[config.mk]
export PLATFORM = sky130hd
export DESIGN_NAME = periodic_task_slot_scheduler
export DESIGN_NICKNAME = d
export VERILOG_FILES = /design/src/sv/ptss_pkg.sv /design/src/sv/ptss_table.sv /design/src/sv/ptss_seq.sv /design/src/sv/periodic_task_slot_scheduler.sv
export VERILOG_INCLUDE_DIRS = /design/src /design/src/sv
export SDC_FILE = /design/constraint.sdc
export NUM_CORES = 1
export LEC_CHECK = 0
export ABC_CLOCK_PERIOD_IN_PS = 11200
export CORE_AREA = 2 2 268 270
export DETAILED_ROUTE_END_ITERATION = 8
export DIE_AREA = 0 0 270 272
export DONT_BUFFER_PORTS = 1
export PLACE_DENSITY = 0.63
export SLEW_MARGIN = 20
export SYNTH_ARGS = -nofsm -noshare
export SYNTH_HDL_FRONTEND = slang
export SYNTH_SLANG_ARGS = --single-unit
[constraint.sdc]
create_clock -name clk -period 11.2 [get_ports clk]
set_clock_uncertainty 0.05 [all_clocks]
set_input_delay 0 -clock clk [delete_from_list [all_inputs] [get_ports clk]]
set_output_delay 0 -clock clk [all_outputs]
set_load 0.01 [all_outputs]
[src/sv/assert_macros.svh]
// Assertion helpers shared by the RTL.
`ifndef ASSERT_MACROS_SVH
`define ASSERT_MACROS_SVH

// Property must hold at every clock edge outside reset.
`define PTSS_ASSERT(label, clk, rst_n, prop, msg) \
    label: assert property (@(posedge clk) disable iff (!rst_n) (prop)) else $error(msg);

// Condition must never be true outside reset.
`define PTSS_NEVER(label, clk, rst_n, cond, msg) \
    label: assert property (@(posedge clk) disable iff (!rst_n) !(cond)) else $error(msg);

`endif

[src/sv/ptss_pkg.sv]
`default_nettype none

package ptss_pkg;

    localparam int NUM_SLOTS_DEF   = 16;
    localparam int MAX_RESULTS     = 16;
    localparam int SLOT_W          = 4;
    localparam logic [7:0] TICK_DIVIDE_RST = 8'd10;

    typedef enum logic [2:0] {
        ACT_ADD      = 3'd0,
        ACT_DELETE   = 3'd1,
        ACT_STATUS   = 3'd2,
        ACT_TICK     = 3'd3,
        ACT_DISPATCH = 3'd4
    } action_t;

    typedef enum logic [2:0] {
        KIND_ADDED      = 3'd0,
        KIND_FULL       = 3'd1,
        KIND_DELETED    = 3'd2,
        KIND_NOT_FOUND  = 3'd3,
        KIND_STATUS     = 3'd4,
        KIND_RUN        = 3'd5,
        KIND_NONE_READY = 3'd6,
        KIND_TICK_DONE  = 3'd7
    } kind_t;

    typedef enum logic [1:0] {
        ST_RUNNABLE = 2'd0,
        ST_RUNNING  = 2'd1,
        ST_STOPPED  = 2'd2,
        ST_ERROR    = 2'd3
    } slot_state_t;

    typedef struct packed {
        logic [2:0]  action;
        logic [7:0]  task_id;
        logic [15:0] period;
    } in_item_t;

    typedef struct packed {
        logic [2:0]        kind;
        logic [7:0]        run_id;
        logic [SLOT_W-1:0] slot;
        logic [1:0]        task_status;
        logic              last;
    } out_item_t;

    typedef struct packed {
        logic [7:0]  ident;
        logic [15:0] period;
        logic [15:0] countdown;
        slot_state_t state;
    } entry_t;

    localparam entry_t ENTRY_RST = '{
        ident:     8'd0,
        period:    16'd0,
        countdown: 16'd0,
        state:     ST_STOPPED
    };

endpackage

`default_nettype wire

[src/sv/ptss_table.sv]
`default_nettype none

// Slot table: one write port, one registered read port.
// Entries never written since reset read back as the reset entry.
module ptss_table #(
    parameter int NUM_SLOTS = ptss_pkg::NUM_SLOTS_DEF,
    parameter int AW        = (NUM_SLOTS > 1) ? $clog2(NUM_SLOTS) : 1
) (
    input  wire logic              clk,
    input  wire logic              rst_n,
    input  wire logic              rd_en,
    input  wire logic [AW-1:0]     rd_addr,
    output ptss_pkg::entry_t       rd_data,
    input  wire logic              wr_en,
    input  wire logic [AW-1:0]     wr_addr,
    input  wire ptss_pkg::entry_t  wr_data
);
    import ptss_pkg::*;

    entry_t               mem [NUM_SLOTS];
    logic [NUM_SLOTS-1:0] written_reg;
    entry_t               rdata_reg;
    logic                 rvalid_reg;

    always_ff @(posedge clk)
    begin
        if (wr_en)
        begin
            mem[wr_addr] <= wr_data;
        end
        if (rd_en)
        begin
            rdata_reg <= mem[rd_addr];
        end
    end

    always_ff @(posedge clk or negedge rst_n)
    begin
        if (!rst_n)
        begin
            written_reg <= '0;
            rvalid_reg  <= 1'b0;
        end
        else
        begin
            if (wr_en)
            begin
                written_reg[wr_addr] <= 1'b1;
            end
            if (rd_en)
            begin
                rvalid_reg <= written_reg[rd_addr];
            end
        end
    end

    assign rd_data = rvalid_reg ? rdata_reg : ENTRY_RST;

endmodule

`default_nettype wire

[src/sv/ptss_seq.sv]
`default_nettype none

// Command sequencer: walks the slot table one entry per cycle (held while a run
// result waits), one read in flight, and writes back each entry it modifies.
module ptss_seq #(
    parameter int NUM_SLOTS = ptss_pkg::NUM_SLOTS_DEF,
    parameter int AW        = (NUM_SLOTS > 1) ? $clog2(NUM_SLOTS) : 1
) (
    input  wire logic              clk,
    input  wire logic              rst_n,
    input  wire logic              item_valid,
    output logic                   item_ready,
    input  wire ptss_pkg::in_item_t item,
    input  wire logic [7:0]        tick_divide,
    output logic                   rd_en,
    output logic [AW-1:0]          rd_addr,
    input  wire ptss_pkg::entry_t  rd_data,
    output logic                   wr_en,
    output logic [AW-1:0]          wr_addr,
    output ptss_pkg::entry_t       wr_data,
    output logic                   res_valid,
    output ptss_pkg::out_item_t    res,
    input  wire logic              res_ready
);
    import ptss_pkg::*;

    localparam int CW = $clog2(NUM_SLOTS + 1);
    localparam int NW = $clog2(MAX_RESULTS + 1);

    typedef enum logic [2:0] {
        S_IDLE   = 3'b001,
        S_SCAN   = 3'b010,
        S_FINISH = 3'b100
    } seq_state_t;

    seq_state_t  state_reg, state_next;
    in_item_t    cmd_reg, cmd_next;
    logic [CW-1:0] issue_reg, issue_next;
    logic        ev_valid_reg, ev_valid_next;
    logic [AW-1:0] ev_idx_reg, ev_idx_next;
    logic [NW-1:0] cnt_reg, cnt_next;
    out_item_t   pend_reg, pend_next;
    out_item_t   fin_reg, fin_next;
    logic [7:0]  prescale_reg, prescale_next;

    always_ff @(posedge clk or negedge rst_n)
    begin
        if (!rst_n)
        begin
            state_reg    <= S_IDLE;
            issue_reg    <= '0;
            ev_valid_reg <= 1'b0;
            cnt_reg      <= '0;
            prescale_reg <= 8'd0;
        end
        else
        begin
            state_reg    <= state_next;
            issue_reg    <= issue_next;
            ev_valid_reg <= ev_valid_next;
            cnt_reg      <= cnt_next;
            prescale_reg <= prescale_next;
        end
    end

    always_ff @(posedge clk)
    begin
        cmd_reg    <= cmd_next;
        ev_idx_reg <= ev_idx_next;
        pend_reg   <= pend_next;
        fin_reg    <= fin_next;
    end

    always_comb
    begin
        logic [8:0]        wide;
        logic              hit;
        logic              push_pend;
        logic              we_c;
        entry_t            wd_c;
        out_item_t         run_c;
        out_item_t         fin_c;
        out_item_t         pend_c;
        logic [NW-1:0]     cnt_c;
        logic [SLOT_W-1:0] slot_c;

        state_next    = state_reg;
        cmd_next      = cmd_reg;
        issue_next    = issue_reg;
        ev_valid_next = ev_valid_reg;
        ev_idx_next   = ev_idx_reg;
        cnt_next      = cnt_reg;
        pend_next     = pend_reg;
        fin_next      = fin_reg;
        prescale_next = prescale_reg;

        item_ready = 1'b0;
        rd_en      = 1'b0;
        rd_addr    = issue_reg[AW-1:0];
        wr_en      = 1'b0;
        wr_addr    = ev_idx_reg;
        wr_data    = rd_data;
        res_valid  = 1'b0;
        res        = fin_reg;

        wide      = {1'b0, prescale_reg} + 9'd1;
        hit       = 1'b0;
        push_pend = 1'b0;
        we_c      = 1'b0;
        wd_c      = rd_data;
        fin_c     = fin_reg;
        pend_c    = pend_reg;
        cnt_c     = cnt_reg;
        slot_c    = SLOT_W'(ev_idx_reg);
        run_c     = '{kind: KIND_RUN, run_id: rd_data.ident, slot: slot_c,
                      task_status: ST_RUNNING, last: 1'b0};

        unique case (state_reg)
            S_IDLE:
            begin
                item_ready = 1'b1;
                if (item_valid)
                begin
                    cmd_next      = item;
                    issue_next    = '0;
                    ev_valid_next = 1'b0;
                    cnt_next      = '0;
                    if (item.action == ACT_TICK)
                    begin
                        if (wide >= {1'b0, tick_divide})
                        begin
                            prescale_next = 8'd0;
                            state_next    = S_SCAN;
                        end
                        else
                        begin
                            prescale_next = wide[7:0];
                            fin_next      = '{kind: KIND_TICK_DONE, run_id: 8'd0,
                                              slot: '0, task_status: ST_RUNNABLE,
                                              last: 1'b1};
                            state_next    = S_FINISH;
                        end
                    end
                    else if (item.action == ACT_ADD || item.action == ACT_DELETE ||
                             item.action == ACT_STATUS || item.action == ACT_DISPATCH)
                    begin
                        state_next = S_SCAN;
                    end
                end
            end

            S_SCAN:
            begin
                if (ev_valid_reg)
                begin
                    priority if (cmd_reg.action == ACT_ADD)
                    begin
                        if (rd_data.state == ST_STOPPED)
                        begin
                            hit  = 1'b1;
                            we_c = 1'b1;
                            wd_c = '{ident: cmd_reg.task_id, period: cmd_reg.period,
                                     countdown: cmd_reg.period, state: ST_RUNNABLE};
                            fin_c = '{kind: KIND_ADDED, run_id: cmd_reg.task_id,
                                      slot: slot_c, task_status: ST_RUNNABLE,
                                      last: 1'b1};
                        end
                    end
                    else if (cmd_reg.action == ACT_DELETE)
                    begin
                        if (rd_data.ident == cmd_reg.task_id)
                        begin
                            hit        = 1'b1;
                            we_c       = 1'b1;
                            wd_c.state = ST_STOPPED;
                            fin_c = '{kind: KIND_DELETED, run_id: cmd_reg.task_id,
                                      slot: slot_c, task_status: ST_STOPPED,
                                      last: 1'b1};
                        end
                    end
                    else if (cmd_reg.action == ACT_STATUS)
                    begin
                        if (rd_data.ident == cmd_reg.task_id)
                        begin
                            hit   = 1'b1;
                            fin_c = '{kind: KIND_STATUS, run_id: cmd_reg.task_id,
                                      slot: slot_c, task_status: rd_data.state,
                                      last: 1'b1};
                        end
                    end
                    else if (cmd_reg.action == ACT_TICK)
                    begin
                        if (rd_data.state == ST_RUNNABLE && rd_data.countdown != 16'd0)
                        begin
                            we_c           = 1'b1;
                            wd_c.countdown = rd_data.countdown - 16'd1;
                        end
                    end
                    else
                    begin
                        if (rd_data.state == ST_RUNNABLE && rd_data.countdown == 16'd0)
                        begin
                            we_c           = 1'b1;
                            wd_c.countdown = rd_data.period;
                            push_pend      = (cnt_reg != '0);
                            cnt_c          = cnt_reg + NW'(1);
                            if (cnt_reg == NW'(MAX_RESULTS - 1))
                            begin
                                // result cap reached: this run closes the dispatch
                                hit        = 1'b1;
                                fin_c      = run_c;
                                fin_c.last = 1'b1;
                            end
                            else
                            begin
                                pend_c = run_c;
                            end
                        end
                    end
                end

                // previous run goes out only once a newer one proves it is not last
                res_valid = push_pend;
                res       = pend_reg;

                if (!(push_pend && !res_ready))
                begin
                    wr_en     = we_c;
                    wr_data   = wd_c;
                    cnt_next  = cnt_c;
                    pend_next = pend_c;
                    fin_next  = fin_c;
                    if (hit)
                    begin
                        ev_valid_next = 1'b0;
                        state_next    = S_FINISH;
                    end
                    else if (issue_reg != CW'(NUM_SLOTS))
                    begin
                        rd_en         = 1'b1;
                        ev_valid_next = 1'b1;
                        ev_idx_next   = issue_reg[AW-1:0];
                        issue_next    = issue_reg + CW'(1);
                    end
                    else
                    begin
                        ev_valid_next = 1'b0;
                        state_next    = S_FINISH;
                        priority if (cmd_reg.action == ACT_ADD)
                        begin
                            fin_next = '{kind: KIND_FULL, run_id: cmd_reg.task_id,
                                         slot: '0, task_status: ST_ERROR, last: 1'b1};
                        end
                        else if (cmd_reg.action == ACT_DELETE)
                        begin
                            fin_next = '{kind: KIND_NOT_FOUND, run_id: cmd_reg.task_id,
                                         slot: '0, task_status: ST_ERROR, last: 1'b1};
                        end
                        else if (cmd_reg.action == ACT_STATUS)
                        begin
                            fin_next = '{kind: KIND_STATUS, run_id: cmd_reg.task_id,
                                         slot: '0, task_status: ST_ERROR, last: 1'b1};
                        end
                        else if (cmd_reg.action == ACT_TICK)
                        begin
                            fin_next = '{kind: KIND_TICK_DONE, run_id: 8'd0,
                                         slot: '0, task_status: ST_RUNNABLE, last: 1'b1};
                        end
                        else if (cnt_c != '0)
                        begin
                            fin_next      = pend_c;
                            fin_next.last = 1'b1;
                        end
                        else
                        begin
                            fin_next = '{kind: KIND_NONE_READY, run_id: 8'd0,
                                         slot: '0, task_status: ST_RUNNABLE, last: 1'b1};
                        end
                    end
                end
            end

            S_FINISH:
            begin
                res_valid = 1'b1;
                res       = fin_reg;
                if (res_ready)
                begin
                    state_next = S_IDLE;
                end
            end

            default:
            begin
                state_next = S_IDLE;
            end
        endcase
    end

endmodule

`default_nettype wire

[src/sv/periodic_task_slot_scheduler.sv]
`default_nettype none
`include "assert_macros.svh"

// Periodic task slot scheduler. Commands (add, delete, status, tick,
// dispatch) arrive one at a time on the item channel; results leave on the
// result channel with last set on the final result of each command. The
// slot table sits in a single-port-read memory walked one entry per cycle
// unless a run result is held back, so a full-table scan (dispatch short
// of MAX_RESULTS runs, a wrapping tick, a miss) finishes after the last
// slot, an add/delete/status that hits slot k finishes there, and a tick
// that does not wrap the prescaler skips the walk; the next command is
// taken once that final result has entered the output register. Unknown
// action codes are dropped in the cycle they are taken and give no result.
// Any command stretches while the output register is full, and dispatch
// also while a run result waits ahead of it, since at most one run result
// is held there. A new command is taken while the previous final result
// still waits in the output register. Reset state is available at once:
// per-slot written flags stand in for a clearing pass. tick_divide may be
// written only while no command is in progress.
module periodic_task_slot_scheduler #(
    parameter int NUM_SLOTS = ptss_pkg::NUM_SLOTS_DEF
) (
    input  wire logic           clk,
    input  wire logic           rst_n,
    input  wire logic           item_valid,
    output logic                item_ready,
    input  wire ptss_pkg::in_item_t item,
    output logic                result_valid,
    input  wire logic           result_ready,
    output ptss_pkg::out_item_t result,
    input  wire logic           cfg_we,
    input  wire logic [7:0]     cfg_data
);
    import ptss_pkg::*;

    localparam int AW = (NUM_SLOTS > 1) ? $clog2(NUM_SLOTS) : 1;

    logic [7:0]    tick_divide_reg;
    logic          result_valid_reg;
    out_item_t     result_reg;

    logic          rd_en;
    logic [AW-1:0] rd_addr;
    entry_t        rd_data;
    logic          wr_en;
    logic [AW-1:0] wr_addr;
    entry_t        wr_data;
    logic          seq_res_valid;
    out_item_t     seq_res;
    logic          res_ready;

    always_ff @(posedge clk or negedge rst_n)
    begin
        if (!rst_n)
        begin
            tick_divide_reg <= TICK_DIVIDE_RST;
        end
        else if (cfg_we)
        begin
            tick_divide_reg <= cfg_data;
        end
    end

    // output register: takes a new result when empty or being drained
    assign res_ready = !result_valid_reg || result_ready;

    always_ff @(posedge clk or negedge rst_n)
    begin
        if (!rst_n)
        begin
            result_valid_reg <= 1'b0;
        end
        else if (res_ready)
        begin
            result_valid_reg <= seq_res_valid;
        end
    end

    always_ff @(posedge clk)
    begin
        if (res_ready && seq_res_valid)
        begin
            result_reg <= seq_res;
        end
    end

    assign result_valid = result_valid_reg;
    assign result       = result_reg;

    ptss_table #(
        .NUM_SLOTS (NUM_SLOTS),
        .AW        (AW)
    ) u_table (
        .clk     (clk),
        .rst_n   (rst_n),
        .rd_en   (rd_en),
        .rd_addr (rd_addr),
        .rd_data (rd_data),
        .wr_en   (wr_en),
        .wr_addr (wr_addr),
        .wr_data (wr_data)
    );

    ptss_seq #(
        .NUM_SLOTS (NUM_SLOTS),
        .AW        (AW)
    ) u_seq (
        .clk         (clk),
        .rst_n       (rst_n),
        .item_valid  (item_valid),
        .item_ready  (item_ready),
        .item        (item),
        .tick_divide (tick_divide_reg),
        .rd_en       (rd_en),
        .rd_addr     (rd_addr),
        .rd_data     (rd_data),
        .wr_en       (wr_en),
        .wr_addr     (wr_addr),
        .wr_data     (wr_data),
        .res_valid   (seq_res_valid),
        .res         (seq_res),
        .res_ready   (res_ready)
    );

    // write-back always trails the read pointer, so no same-entry overlap
    `PTSS_NEVER(a_no_rw_collide, clk, rst_n, rd_en && wr_en && (rd_addr == wr_addr), "read and write hit the same slot")
    // while waiting for a command the table and result path stay quiet
    `PTSS_ASSERT(a_idle_quiet, clk, rst_n, item_ready |-> (!rd_en && !wr_en && !seq_res_valid), "table or result activity while idle")
    // a result held back by a full output register is still offered next cycle
    `PTSS_ASSERT(a_push_holds, clk, rst_n, (seq_res_valid && !res_ready) |=> seq_res_valid, "pending result dropped")

endmodule

`default_nettype wire
==> out/metrics.csv, run 1 <==
metric;value;unit
Top Layer Used;met4;
htree depth;3;
Finish-stage setup viols;0;
post-synthesis cell type count;86;
CP endpoint kind;flop;
I/O pin total;60;
First DRT Iteration DRCs;2435;
most used cell, CP;buf_4;
first-pass iteration count of the detailed router;5;
vias in the first global route;19196;
hold_sp;item[23];
GRT overflow;0;
Port Buf Inserts;0;
register area;0.02518;mm²
full die area;0.07344;mm²
Slew Limit Fails;0;
Fill cells;5351;
CP arrival;5.15;ns
Resize count post-CTS;0;
Starting Density;49.47;%
CTS max path bufs;3;
final hold violations;0;
initial antenna violation count;0;
clock latency on the worst-skew pair;0.63;ns
CTS tree;yes;
sequential area share after synthesis;71.90;%
Async S/R FF share, synth;5.674;%
CP max FO;32;
run status;complete, no violations;
Routed met2 length;40430;µm
critical path type;flop to flop;
Crit-path slowest cell;a311o_2;
clk sinks;846;
layout cells sized above 1;22.78;%
Pleak;0.01255;µW
Worst VDD drop;0.1848;mV
max-cap violation count;0;
worst min path class;primary input to flop;
hold path cells;1;
footprint of the multi-input gates;0.009363;mm²
Mapped Area;0.03500;mm²
Reg2Reg Depth;9;
CTS buffer count;87;
pin count of the biggest net entering global routing;113;
Yosys top cell by area;edfxtp_1;
Final period util;43.18;%
top-area cell type share of the netlist area;68.46;%
Post-synth EDFFs;798;
critical path required time;11.51;ns
global-route wire length before repair;126700;µm
crit-path max cell delay;0.86;ns
Post-CTS Hold Fix Bufs;73;
most frequent cells in the layout;edfxtp_1, mux4_2, nand2_1;
Primary FF master, synth;edfxtp_1;
CTS clk-pin slew, worst paths;0.07;ns
global placement routability congestion;0.9220;
RR Startpoint;u_table.rvalid_reg$_DFFE_PN0P_;
CP cell instances;nor3b_2, nand4_1, nor2_2, a311o_2, nor2_4, buf_4, nor2_1, buf_4, a22o_1;
Mapped Nets;1965;
clock root buffer;clkbuf_16;
mean area per synthesized cell;18.34;µm²
wire length on met1;36280;µm
core area;0.07075;mm²
relative slew slack;25.72;%
hpwl dp;46890;µm
RSZ-0062 raised after global routing;false;
die span in x;270;µm
vias per std cell;6.326;
CP Launch Type;flop;
setup tns final;0;ns
max reg flops;672;
fmax;206.8;MHz
Die H;272;µm
Post-layout nets;2078;
final core occ;56.35;%
top post-synthesis cells by area;edfxtp_1, mux4_2, dfrtp_1, nand2_1, o21ai_0;
routed wire length;85290;µm
drt wl/cell;28.05;µm
row count;98;
Mapped Cells;1909;
Final ANT Viol Nets;0;
r2r endpoint;u_table.mem[6][29]$_DFFE_PP_;
flop2flop setup slack;6.36;ns
Total Routing Usage GR;23.44;%
WL met3;6461;µm
actual slew at the worst max-slew pin;1.114;ns
P per Cell Area;216.1;mW/mm²
commonest non-fill, non-tap cell in the layout;edfxtp_1;
Tmin final;4.836;ns
Synth-to-Final Area Change;13.90;%
detailed-route via count;19238;
drc violations;0;
Min-Delay Endpoint;u_seq.cmd_reg[23]$_DFFE_PP_;
#FFs+latches synth;846;
synth warn;0;
Post-CTS Setup Inserts;0;
[worst max-delay path by stage]
| stage | start | end | depth (start not counted) |
|---|---|---|---|
| finish | u_table.rvalid_reg$_DFFE_PN0P_ | u_table.mem[6][29]$_DFFE_PP_ | 9 |
| global route | u_table.rvalid_reg$_DFFE_PN0P_ | u_table.mem[6][20]$_DFFE_PP_ | 9 |
| CTS | u_table.rvalid_reg$_DFFE_PN0P_ | u_table.mem[6][20]$_DFFE_PP_ | 9 |
| detailed placement | u_table.rvalid_reg$_DFFE_PN0P_ | u_table.mem[6][29]$_DFFE_PP_ | 9 |
| global placement | u_table.rvalid_reg$_DFFE_PN0P_ | u_table.mem[6][19]$_DFFE_PP_ | 7 |
| floorplan | u_table.rvalid_reg$_DFFE_PN0P_ | u_table.written_reg[14]$_DFFE_PN0P_ | 13 |
[worst max-delay path, delay by kind of cell (launching register included)]
kind | cells | cell delay (ns)
AOI/OAI and AO/OA | 2 | 1.36
and+or+nand+nor | 5 | 1.86
DFF | 1 | 0.60
buffers and inverters | 2 | 0.64
[power breakdown]
| part | internal (µW) | switching, µW | total [µW] |
|---|---|---|---|
| registers | 3900 | 218 | 4110 |
| clock network | 1640 | 1170 | 2810 |
| logic | 715 | 979 | 1690 |
| total | 6250 | 2370 | 8620 |
[cell usage after synthesis (10+ instances only)]
master,count
a21oi_1,46
a22o_1,17
a31oi_1,19
buf_1,23
buf_2,12
clkbuf_1,69
dfrtp_1,45
edfxtp_1,798
ha_1,16
inv_1,38
mux2_2,12
mux4_2,215
nand2_1,166
nand2b_1,11
nand3_1,20
nand4_1,14
nor2_1,37
nor3_1,17
nor4_1,17
o211ai_1,16
o21ai_0,67
o221ai_1,10
or2_1,11
or2_2,13
[per-layer routing]
metal | global-route usage, % | vias up
met3 | 3.809 | 149
met2 | 36.84 | 863
met4 | 6.287 | 0
met5 | 0 | -
met1 | 34.50 | 10152
li1 | - | 8074
[through the flow]
step                total power (µW)  worst slack (ns)  cell area, µm²  hold slack, ns  instances
floorplan                       5288             3.382           35000         -0.3456       1909
global placement                5791             6.412           36340         -0.3445       2808
detailed placement              5839             6.514           36340         -0.3441       2808
CTS                             8677             6.469           39850        0.009930       3038
global route                    8950             6.094           39870         0.02026       3040
finish                          8617             6.364           39870         0.02257       3041
[cells by family after synthesis]
kind of cell / share of synthesized area [%]
buffers and inverters: 1.769
adders and majority gates: 0.5719
and+or+nand+nor: 5.269
muxes: 14.56
xor gates and xnor gates: 0.3003
DFF: 71.90
AOI/OAI and AO/OA: 5.626
[final cells by class]
class                      count  share of cell area, %
clock buffer                 108                  5.765
multi-input combinational    913                  23.48
timing repair buffer         135                  3.120
clock inverter                49                  1.114
tap                          950                  2.981
sequential                   846                  63.16
antenna                        1               0.006277
inverter                      39                 0.3672
No activity file was read; power rests on OpenSTA's default activity.
==> run 2, diff against run 1 <==
Settings changed: ABC_CLOCK_PERIOD_IN_PS 11200 to 4800.
Clock period 11.2 ns to 4.8 ns, I/O delays scaled along.
==> run 2 against run 1 <==
- power up 140%
- register-to-register slack worse by 5.7 ns
- maximum frequency up 17%
- worst setup slack worse by 5.7 ns
- clock-buffer cell count unchanged
- sequential share of layout area down 0.73 points
- via count down 0.52%
- sequential power up 130%
- die area unchanged
- largest cell class unchanged
- largest power group unchanged
==> out/metrics.csv, run 2 (synthesis gave the netlist of run 1 again) <==
metric;value;unit
Slew Limit Fails;0;
footprint of the multi-input gates;0.009453;mm²
GRT overflow;0;
drc violations;0;
first-pass iteration count of the detailed router;6;
setup tns final;0;ns
Resize count post-CTS;0;
initial antenna violation count;2;
Finished Cell Area;0.04034;mm²
wire length on met1;35570;µm
full die area;0.07344;mm²
htree depth;3;
Top Layer Used;met5;
Port Buf Inserts;0;
Tmin final;4.122;ns
commonest non-fill, non-tap cell in the layout;edfxtp_1;
clk sinks;846;
Routed met2 length;40780;µm
worst min path class;primary input to flop;
Die H;272;µm
WL met3;5843;µm
relative slew slack;29.19;%
clock latency on the worst-skew pair;0.65;ns
I/O pin total;60;
ant diodes;0;
Starting Density;49.47;%
Post-CTS Hold Fix Bufs;75;
actual slew at the worst max-slew pin;1.055;ns
critical path type;flop to flop;
hpwl dp;48650;µm
max reg flops;672;
final hold violations;0;
CP endpoint kind;flop;
Fill cells;5326;
Post-layout nets;2103;
global-route wire length before repair;126300;µm
Worst VDD drop;0.2992;mV
layout cells sized above 1;23.67;%
CTS max path bufs;3;
critical path required time;5.06;ns
Placed Area;0.03667;mm²
fmax;242.6;MHz
run status;complete, no violations;
row count;98;
routed wire length;84330;µm
Finish-stage setup viols;0;
CP Launch Type;flop;
clock root buffer;clkbuf_16;
CP max FO;24;
detailed-route via count;19138;
pin count of the biggest net entering global routing;102;
Post-CTS Setup Inserts;0;
Final ANT Viol Nets;0;
CTS tree;yes;
CP arrival;4.38;ns
register area;0.02518;mm²
Synth-to-Final Area Change;15.24;%
Total Routing Usage GR;23.27;%
First DRT Iteration DRCs;2252;
most frequent cells in the layout;edfxtp_1, mux4_2, nand2_1;
P per Cell Area;504.6;mW/mm²
vias in the first global route;19179;
Pleak;0.01281;µW
Final period util;85.88;%
vias per std cell;6.240;
die span in x;270;µm
CTS buffer count;88;
drt wl/cell;27.50;µm
CTS clk-pin slew, worst paths;0.06;ns
core area;0.07075;mm²
global placement routability congestion;0.8950;
max-cap violation count;0;
RSZ-0062 raised after global routing;false;
[run 2: final timing paths]
path | to | start | cells after the start | slack (ns)
worst max-delay path | u_table.mem[3][12]$_DFFE_PP_ | u_table.rvalid_reg$_DFFE_PN0P_ | 8 | 0.68
worst min-delay path | u_seq.cmd_reg[26]$_DFFE_PP_ | item[26] | 1 | 0.08
worst min register to register | u_table.written_reg[3]$_DFFE_PN0P_ | u_table.written_reg[3]$_DFFE_PN0P_ | 1 | 0.41
max in group asynchronous | u_table.rvalid_reg$_DFFE_PN0P_ | rst_n | 4 | 3.94
min in group asynchronous | tick_divide_reg[3]$_DFFE_PN1P_ | rst_n | 3 | 0.45
worst max register to register | u_table.mem[3][12]$_DFFE_PP_ | u_table.rvalid_reg$_DFFE_PN0P_ | 8 | 0.68
[run 2: stage by stage]
step | cells | total power [µW] | worst slack, ns | util, % | hold slack (ns)
floorplan | 1909 | 12390 | 0.02606 | - | -0.3456
global placement | 2830 | 13610 | 0.8917 | 51.83 | -0.3438
detailed placement | 2830 | 13720 | 0.8236 | 51.83 | -0.3440
CTS | 3065 | 20500 | 0.7979 | 56.99 | 0.02509
global route | 3067 | 21140 | 0.4357 | 57.01 | 0.03174
finish | 3067 | 20350 | 0.6776 | 57.01 | 0.07992
[run 2: area by class of cell]
type / instances / share of cell area, %
Clock buffer: 108 / 5.878
Timing Repair Buffer: 159 / 3.722
Clock inverter: 52 / 1.228
Inverter: 39 / 0.3629
Multi-Input combinational cell: 913 / 23.43
Sequential cell: 846 / 62.43
Tap cell: 950 / 2.947
[run 2: where the power goes]
group	leakage, µW	total [µW]	switching [µW]	internal, µW
clock network	0.00139	6720	2780	3940
registers	0.00772	9520	437	9090
logic	0.00369	4110	2400	1710
[run 2: layer usage]
metal / global-route usage, % / vias up
met1: 33.80 / 10033
met4: 6.477 / 2
met2: 37.25 / 848
met5: 0 / -
met3: 3.412 / 145
li1: - / 8110
[run 2: critical path, stage by stage (launching register included)]
cell	delay, ns
dfrtp_2	0.49
nor3b_2	0.46
nand4_1	0.43
nor2_2	0.44
a311o_2	0.29
buf_4	0.49
and2_1	0.48
a22oi_1	0.13
o21ai_1	0.52
